$ cat src/rtl/tpi_pkg.sv
`timescale 1ns / 1ps
package tpi_pkg;

  // Default widths of the position and coefficient fields
  localparam int POS_WIDTH_DEF  = 32;
  localparam int COEF_WIDTH_DEF = 18;

  // Track slopes are signed Q4.20
  localparam int SLOPE_WIDTH = 24;
  localparam int SLOPE_FRAC  = 20;

  // Configuration register index
  localparam int CFG_INDEX_WIDTH = 3;

  typedef enum logic [CFG_INDEX_WIDTH-1:0] {
    REG_ROT_ROW0,
    REG_ROT_ROW1,
    REG_ROT_ROW2,
    REG_ORIGIN_X,
    REG_ORIGIN_Y,
    REG_ORIGIN_Z
  } cfg_reg_t;

  // Depth of the queue between front and back
  localparam int QUEUE_DEPTH = 4;

endpackage

$ cat src/rtl/tpi_fifo.sv
`timescale 1ns / 1ps
module tpi_fifo #(
  parameter int W     = 8,
  parameter int DEPTH = tpi_pkg::QUEUE_DEPTH,
  localparam int PTRW = $clog2(DEPTH),
  localparam int CNTW = $clog2(DEPTH + 1)
) (
  input  logic         clk,
  input  logic         rst,
  input  logic         wr_valid,
  output logic         wr_ready,
  input  logic [W-1:0] wr_data,
  output logic         rd_valid,
  input  logic         rd_ready,
  output logic [W-1:0] rd_data
);

  logic [W-1:0]    mem [DEPTH];
  logic [PTRW-1:0] wr_ptr, rd_ptr;
  logic [CNTW-1:0] count;
  logic            push, pop;

  assign wr_ready = (count != CNTW'(DEPTH));
  assign rd_valid = (count != '0);
  assign rd_data  = mem[rd_ptr];
  assign push     = wr_valid && wr_ready;
  assign pop      = rd_valid && rd_ready;

  // Track pointers and fill level
  always_ff @(posedge clk) begin
    if (rst) begin
      wr_ptr <= '0;
      rd_ptr <= '0;
      count  <= '0;
    end else begin
      if (push) begin
        wr_ptr <= (wr_ptr == PTRW'(DEPTH - 1)) ? '0 : wr_ptr + 1'b1;
      end
      if (pop) begin
        rd_ptr <= (rd_ptr == PTRW'(DEPTH - 1)) ? '0 : rd_ptr + 1'b1;
      end
      count <= count + CNTW'(push) - CNTW'(pop);
    end
  end

  // Store entries
  always_ff @(posedge clk) begin
    if (push) begin
      mem[wr_ptr] <= wr_data;
    end
  end

endmodule

$ cat config.mk
export PLATFORM = sky130hd
export DESIGN_NAME = tpi_fifo
export DESIGN_NICKNAME = d
export VERILOG_FILES = /design/src/rtl/tpi_pkg.sv /design/src/rtl/tpi_fifo.sv
export SDC_FILE = /design/constraint.sdc
export NUM_CORES = 1
export LEC_CHECK = 0
export ABC_AREA = 1
export BUFFER_PORTS_ARGS = -buffer_cell sky130_fd_sc_hd__buf_2
export CORE_ASPECT_RATIO = 1.2
export CORE_MARGIN = 3
export CORE_UTILIZATION = 50
export DETAILED_ROUTE_END_ITERATION = 8
export GPL_TIMING_DRIVEN = 0
export PLACE_DENSITY = 0.79
export SYNTH_ARGS = -nofsm -noshare
export SYNTH_HDL_FRONTEND = slang
export SYNTH_SLANG_ARGS = --single-unit
$ cat constraint.sdc
create_clock -name clk -period 1.8 [get_ports clk]
set_input_delay 0.27 -clock clk [delete_from_list [all_inputs] [get_ports clk]]
set_output_delay 0.27 -clock clk [all_outputs]
set_load 0.05 [all_outputs]
==> results of run 1 <==
## state kept, by name (all words and copies together), names as in the netlist, named ones only
signal	count
rd_ptr	2
count	3
wr_ptr	2
mem	32
## through the flow
step	utilization	cell area, um^2
after detailed placement	0.5913	1872
after global placement	0.5913	1872
final	0.6411	2029
after floorplan	-	1722
after CTS	0.6277	1987
after global routing	0.6411	2029
## final timing paths
kind,start,end,slack (ns),depth (start not counted)
setup / recovery,count[1],count[1],-0.004,9
hold / removal,rst,count[0],0.11,2
setup reg to reg,count[1],count[1],-0.004,9
hold reg to reg,rd_ptr[1],register,0.52,2
## report_power, final
| group | internal [mW] | leakage [nW] | switching [mW] |
|---|---|---|---|
| combinational | 0.525 | 0.394 | 1.01 |
| clock | 0.149 | 0.0320 | 0.276 |
| sequential | 1.19 | 0.370 | 0.124 |
| total | 1.87 | 0.796 | 1.41 |
## placed cells by master, fill, tap and decap left out, drive strengths merged, types with 2 or more instances in the layout
cell type | netlist | routed
buf | 2 | 28
clkbuf | 0 | 6
clkinv | 0 | 2
dfxtp | 9 | 9
edfxtp | 32 | 32
ha | 7 | 7
inv | 14 | 14
nand2 | 10 | 10
nand3b | 2 | 2
nor2 | 33 | 33
o21ai | 16 | 16
o22ai | 8 | 8
## logic make-up after synthesis
| logic type | share of synthesized area |
|---|---|
| AND/OR/NAND/NOR | 0.1246 |
| flip-flops | 0.6686 |
| AO/OA/AOI/OAI | 0.09457 |
| buffers and inverters | 0.04399 |
| adder cells (fa/ha/maj) | 0.06305 |
| XOR/XNOR | 0.005133 |
## per-layer routing
layer  vias to the layer above  global-route usage  routed length (um)
met3                         2             0.05545                 133
met1                       502              0.1763                1123
met2                        29              0.2940                1801
li1                        545                   -                   -
met5                         -                   0                   0
met4                         0             0.07053                  21
## final cells by class
class / count / area (um^2)
plain buffers: 2 / 22.52
clock buffers: 6 / 41.29
clock inverters: 2 / 10.01
fillers: 237 / 1136
inverters: 14 / 55.05
multi-input cells: 82 / 536.8
flip-flops and latches: 41 / 1152
well taps: 36 / 45.04
repair buffers: 26 / 166.4
## critical path, delay by kind of cell (launching register included)
kind | cells | cell delay (ns)
AND/OR/NAND/NOR | 2 | 0.09
buffers and inverters | 3 | 0.20
AO/OA/AOI/OAI | 1 | 0.17
adder cells (fa/ha/maj) | 3 | 0.86
flip-flops | 1 | 0.39
## repair_timing
action                                  4_1_cts  5_1_grt
cloned                                        0        0
pin swaps                                     4        5
hold buffers                                  0        0
buffers inserted                              2        3
endpoints found under the setup margin       10        9
gates resized for setup                      19        8
==> impl_metrics.py, run 1 <==
metrics = {
    "outcome": {
        "outcome": "complete, but fails checks",
        "failing_checks": "negative setup slack",
    },
    "layout": {
        "antenna-diode-count": 0,
        "final_cell_count_no_fill": 209,
        "layout-area-overhead-vs-synth_pct": 18.92,
        "drive_above_1_share": 0.3468,
        "finish.net_count": 192,
    },
    "placed_design": {
        "globalplace.congestion": 0.6824,
        "cell_count_post_placement": 196,
        "hpwl_mm": 2.029,
        "dp_worst_setup_slack_ns": -0.09712,
        "io_buffers": 21,
    },
    "grt": {
        "grt_overflow": 0,
        "vias_in_the_first_global_route": 1070,
        "grt_start_max_net_pins": 13,
        "grt_pass1_wl_mm": 4.995,
        "number_of_antenna_violations_at_the_first_check_in_global_routing": 0,
        "track_usage": 0.1677,
    },
    "synthesis": {
        "synth_enable_flop_cells": 32,
        "post_synthesis_instance_area_mm2": 0.001707,
        "distinct_cell_type_count_of_the_synthesized_netlist": 21,
        "synthDominantCellAreaShare": 0.5630,
        "ys_seq_area_frac": 0.6686,
        "postSynthAreaPerCell_um2": 12.28,
        "synth-seq-cells": 41,
        "postSynthCellCount": 139,
        "mappedNetlistNets": 159,
        "async_flop_share": 0,
        "ys_dominant_reg_cell": "sky130_fd_sc_hd__edfxtp_1",
        "synth.top_cells.by_area": "sky130_fd_sc_hd__edfxtp_1, sky130_fd_sc_hd__dfxtp_1, sky130_fd_sc_hd__nor2_1, sky130_fd_sc_hd__ha_1, sky130_fd_sc_hd__o21ai_0",
        "netlist.top_cell.by_area": "sky130_fd_sc_hd__edfxtp_1",
        "yosys.cell_count.top_type": "sky130_fd_sc_hd__edfxtp_1",
        "synth.top_cells.by_count": "sky130_fd_sc_hd__edfxtp_1, sky130_fd_sc_hd__nor2_1, sky130_fd_sc_hd__inv_1, sky130_fd_sc_hd__o21ai_0, sky130_fd_sc_hd__dfxtp_1",
        "yosysWarningCount": 0,
    },
    "setup_path": {
        "crit_type": "register to register",
        "worst_setup_path_end_kind": "register",
        "critical_path_arrival_ns": 2.05,
        "cp-start-kind": "register",
        "crit_chain": "nor2_4 -> buf_6 -> a21boi_4 -> ha_4 -> inv_2 -> ha_4 -> inv_2 -> fa_2 -> nor2_2",
        "crit_slowest_cell": "sky130_fd_sc_hd__fa_2",
        "crit_path_max_fanout": 3,
        "worst_ep_required_time_ns": 2.04,
        "cp_slowest_stage_delay_ns": 0.52,
    },
    "floorplan": {
        "starting_density_of_the_core": 0.5391,
        "core-area_mm2": 0.003166,
        "die_h_um": 70,
        "ios": 22,
        "core.rowCount": 22,
        "fp.dieW_um": 59.33,
        "design.die.area_mm2": 0.004153,
    },
    "routing": {
        "detailroute.via_count": 1078,
        "drt-vias-per-instance": 5.158,
        "drt_drc_violations_left": 0,
        "avgRoutedWirePerCell_um": 14.73,
        "drt_first_pass_iters": 4,
        "ant_nets": 0,
        "detailedRoute.firstIterationViolations": 39,
        "final_wirelength_mm": 3.079,
    },
    "worst_hold_path": {
        "class_of_the_tightest_hold_or_removal_check": "input pin to register",
    },
    "clocking": {
        "tritoncts": "done",
        "clk_pin_slew_ns": 0.10,
        "worst_skew_pair.late_latency_ns": 0.34,
        "cts-buffers-inserted": 5,
        "root_buffer": "sky130_fd_sc_hd__clkbuf_4",
        "cts_num_sinks": 41,
        "h-tree-depth": 2,
        "max-clock-path-buffers": 2,
    },
    "sta": {
        "finalCritPeriodShare": 1.002,
        "tns_ns": -0.003528,
        "finalHoldViolCount": 0,
        "slew_headroom": 0.4723,
        "setup_viol": 1,
        "unrepaired_setup_endpoints_after_global_routing": "yes",
        "fin_worst_skew_ns": 0.006629,
        "drv_slew": 0,
        "timing_worst_slew_pin_value_ns": 0.7886,
        "maxClockFrequency_mhz": 554.5,
        "fin_crit_ns": 1.804,
        "worst_slack_ns": -0.003528,
        "fin_hold_ws_ns": 0.1139,
    },
    "power": {
        "pwr_density_cell_mw_per_mm2": 1617,
        "post-layout-total-power_mw": 3.281,
        "power.ir.vdd_worst_v": 0.001372,
        "power.leakage_nw": 0.7955,
    },
    "run": {
        "maxCapViolations": 0,
    },
}
Note: power is estimated with default switching activity, not from simulation.
==> inputs of run 2 (changes only) <==
--- a/config.mk
+++ b/config.mk
@@ -11,7 +11,6 @@
 export CORE_MARGIN = 3
 export CORE_UTILIZATION = 50
 export DETAILED_ROUTE_END_ITERATION = 8
-export GPL_TIMING_DRIVEN = 0
 export PLACE_DENSITY = 0.79
 export SYNTH_ARGS = -nofsm -noshare
 export SYNTH_HDL_FRONTEND = slang
==> run 2 against run 1 <==
Net effect: the flow now finishes without violations; sequential power is essentially flat; via count grew 4.6%; core utilization is 1.8 points higher; cell area up 2.8%; combinational power is essentially flat.
==> impl_metrics.py, run 2 (synthesis results as in run 1) <==
metrics = {
    "layout": {
        "finish.net_count": 197,
        "layout-area-overhead-vs-synth_pct": 22.21,
        "antenna-diode-count": 0,
        "final_cell_count_no_fill": 214,
        "reg_with_most_ffs": "mem",
        "largest_register_ff_count": 32,
        "mostFrequentLayoutCells": "sky130_fd_sc_hd__edfxtp_1, sky130_fd_sc_hd__nor2_1, sky130_fd_sc_hd__buf_4",
        "reg_top3": "mem: 32 flops, count: 3 flops",
        "most_common_cell_after_layout_fill_and_taps_aside": "sky130_fd_sc_hd__edfxtp_1",
        "drive_above_1_share": 0.3820,
    },
    "clocking": {
        "root_buffer": "sky130_fd_sc_hd__clkbuf_4",
        "worst_skew_pair.late_latency_ns": 0.35,
        "cts-buffers-inserted": 5,
        "clk_pin_slew_ns": 0.11,
        "tritoncts": "done",
        "h-tree-depth": 2,
        "cts_num_sinks": 41,
        "cts_hold_repair.buffers": 0,
        "max-clock-path-buffers": 2,
    },
    "setup_path": {
        "reg2reg_depth": 9,
        "r2r_end": "count[1]",
        "r2r-start": "count[0]",
        "critical_path_arrival_ns": 2.01,
        "cp-start-kind": "register",
        "worst_setup_path_end_kind": "register",
        "crit_type": "register to register",
        "crit_start": "count[0]",
        "worst_ep_required_time_ns": 2.05,
        "r2r_setup_slack_ns": 0.05,
        "crit_path_max_fanout": 3,
    },
    "grt": {
        "number_of_antenna_violations_at_the_first_check_in_global_routing": 0,
        "met2_usage": 0.3013,
        "grt_overflow": 0,
        "vias_in_the_first_global_route": 1168,
        "track_usage": 0.1694,
        "grt_start_max_net_pins": 17,
        "grt_pass1_wl_mm": 5.195,
        "use_met1": 0.1755,
        "met3_track_utilization_from_global_routing": 0.06100,
        "grt-busiest-layer": "met2",
    },
    "power": {
        "power.net_switching_mw": 1.433,
        "power_report.internal_total_mw": 2.043,
        "share_seq_of_total_power": 0.376,
        "power.share.switching": 0.4121,
        "power.ir.vdd_worst_v": 0.001141,
        "pwr_density_cell_mw_per_mm2": 1667,
        "share_clk_of_total_power": 0.179,
        "power.share.combinational": 0.445,
        "power.leakage_nw": 0.8306,
    },
    "floorplan": {
        "core-area_mm2": 0.003166,
        "design.die.area_mm2": 0.004153,
        "ios": 22,
        "die_h_um": 70,
        "core.rowCount": 22,
        "starting_density_of_the_core": 0.5391,
        "fp.dieW_um": 59.33,
    },
    "routing": {
        "drt_first_pass_iters": 4,
        "ant_nets": 0,
        "final_wirelength_mm": 3.113,
        "avgRoutedWirePerCell_um": 14.55,
        "detailedRoute.firstIterationViolations": 47,
        "detailroute.via_count": 1128,
        "drt-vias-per-instance": 5.271,
        "drt_drc_violations_left": 0,
    },
    "placed_design": {
        "hpwl_mm": 2.230,
        "globalplace.congestion": 0.7142,
        "io_buffers": 21,
        "cell_count_post_placement": 201,
    },
    "run": {
        "maxCapViolations": 0,
    },
    "sta": {
        "finalHoldViolCount": 0,
        "maxClockFrequency_mhz": 569.9,
        "finalCritPeriodShare": 0.9749,
        "fin_hold_ws_ns": 0.08574,
        "drv_slew": 0,
        "slew_headroom": 0.8377,
        "tns_ns": 0,
        "fin_worst_skew_ns": 0.007147,
        "timing_worst_slew_pin_value_ns": 0.2417,
        "setup_viol": 0,
        "fin_crit_ns": 1.755,
        "unrepaired_setup_endpoints_after_global_routing": "yes",
    },
    "worst_hold_path": {
        "class_of_the_tightest_hold_or_removal_check": "input pin to register",
        "min_delay_worst_endpoint": "count[1]",
        "holdPathStages": 2,
        "min_from": "rst",
    },
    "outcome": {
        "outcome": "completed",
    },
}
==> run 2: cell count changes in the layout (fill, tap and decap cells not counted), moves of 2 or more <==
cell	delta
sky130_fd_sc_hd__clkinv_2	-2
sky130_fd_sc_hd__buf_6	-3
sky130_fd_sc_hd__buf_4	+5
sky130_fd_sc_hd__inv_4	+2
sky130_fd_sc_hd__nand2_1	-2
sky130_fd_sc_hd__buf_2	+3
sky130_fd_sc_hd__nand2_2	+2
==> run 2: how the worst max path moves through the flow <==
stage,endpoint,slack (ns),cells past startpoint
floorplan,count[2],-0.01,12
global placement,count[2],0.07,11
detailed placement,count[2],-0.06,11
CTS,rd_data[1],0.03,4
global route,count[2],-0.05,12
finish,count[1],0.05,9
==> run 2: power groups by stage <==
stage	Combinational [mW]	Sequential, mW	Clock [mW]
floorplan	1.05	1.29	0
global placement	1.31	1.30	0
detailed placement	1.36	1.32	0
CTS	1.45	1.31	0.632
global route	1.67	1.33	0.686
finish	1.55	1.31	0.622
==> run 2: per-layer routing <==
metal,up-vias,share of wire
met2,28,0.54
met3,7,0.057
met1,538,0.38
li1,555,-
met4,0,0.020
met5,-,0
==> run 2: stage by stage <==
stage / power, mW / utilization / worst slack [ns] / instance area (um^2)
2_1_floorplan: 2.339 / - / -0.01306 / 1722
3_3_place_gp: 2.610 / 0.6008 / 0.06744 / 1902
3_5_place_dp: 2.680 / 0.6008 / -0.06024 / 1902
5_1_grt: 3.685 / 0.6589 / -0.04562 / 2086
4_1_cts: 3.389 / 0.6447 / 0.03062 / 2041
6_report: 3.476 / 0.6589 / 0.04519 / 2086
==> run 2: repair_timing <==
item | in CTS | in global routing
gates resized for setup | 11 | 16
pin swaps | 3 | 7
buffers inserted | 4 | 1
setup endpoints to repair | 10 | 10
==> run 2: critical path: stages, from the launching register on <==
cell and delay [ns]:
sky130_fd_sc_hd__dfxtp_2 0.35, sky130_fd_sc_hd__nor2_4 0.18, sky130_fd_sc_hd__nand2_4 0.08, sky130_fd_sc_hd__nand2_4 0.08, sky130_fd_sc_hd__ha_4 0.20, sky130_fd_sc_hd__inv_4 0.06
sky130_fd_sc_hd__ha_4 0.12, sky130_fd_sc_hd__inv_2 0.04, sky130_fd_sc_hd__fa_2 0.52, sky130_fd_sc_hd__nor2_1 0.04
==> run 2: cell type report <==
type	count	area, um^2
clock buffer	6	51.30
clock inverter	2	36.28
fill	219	1080
inverter	14	57.56
multi-input combinational	82	533.0
sequential	41	1155
tap	36	45.04
timing repair buffer	33	207.7
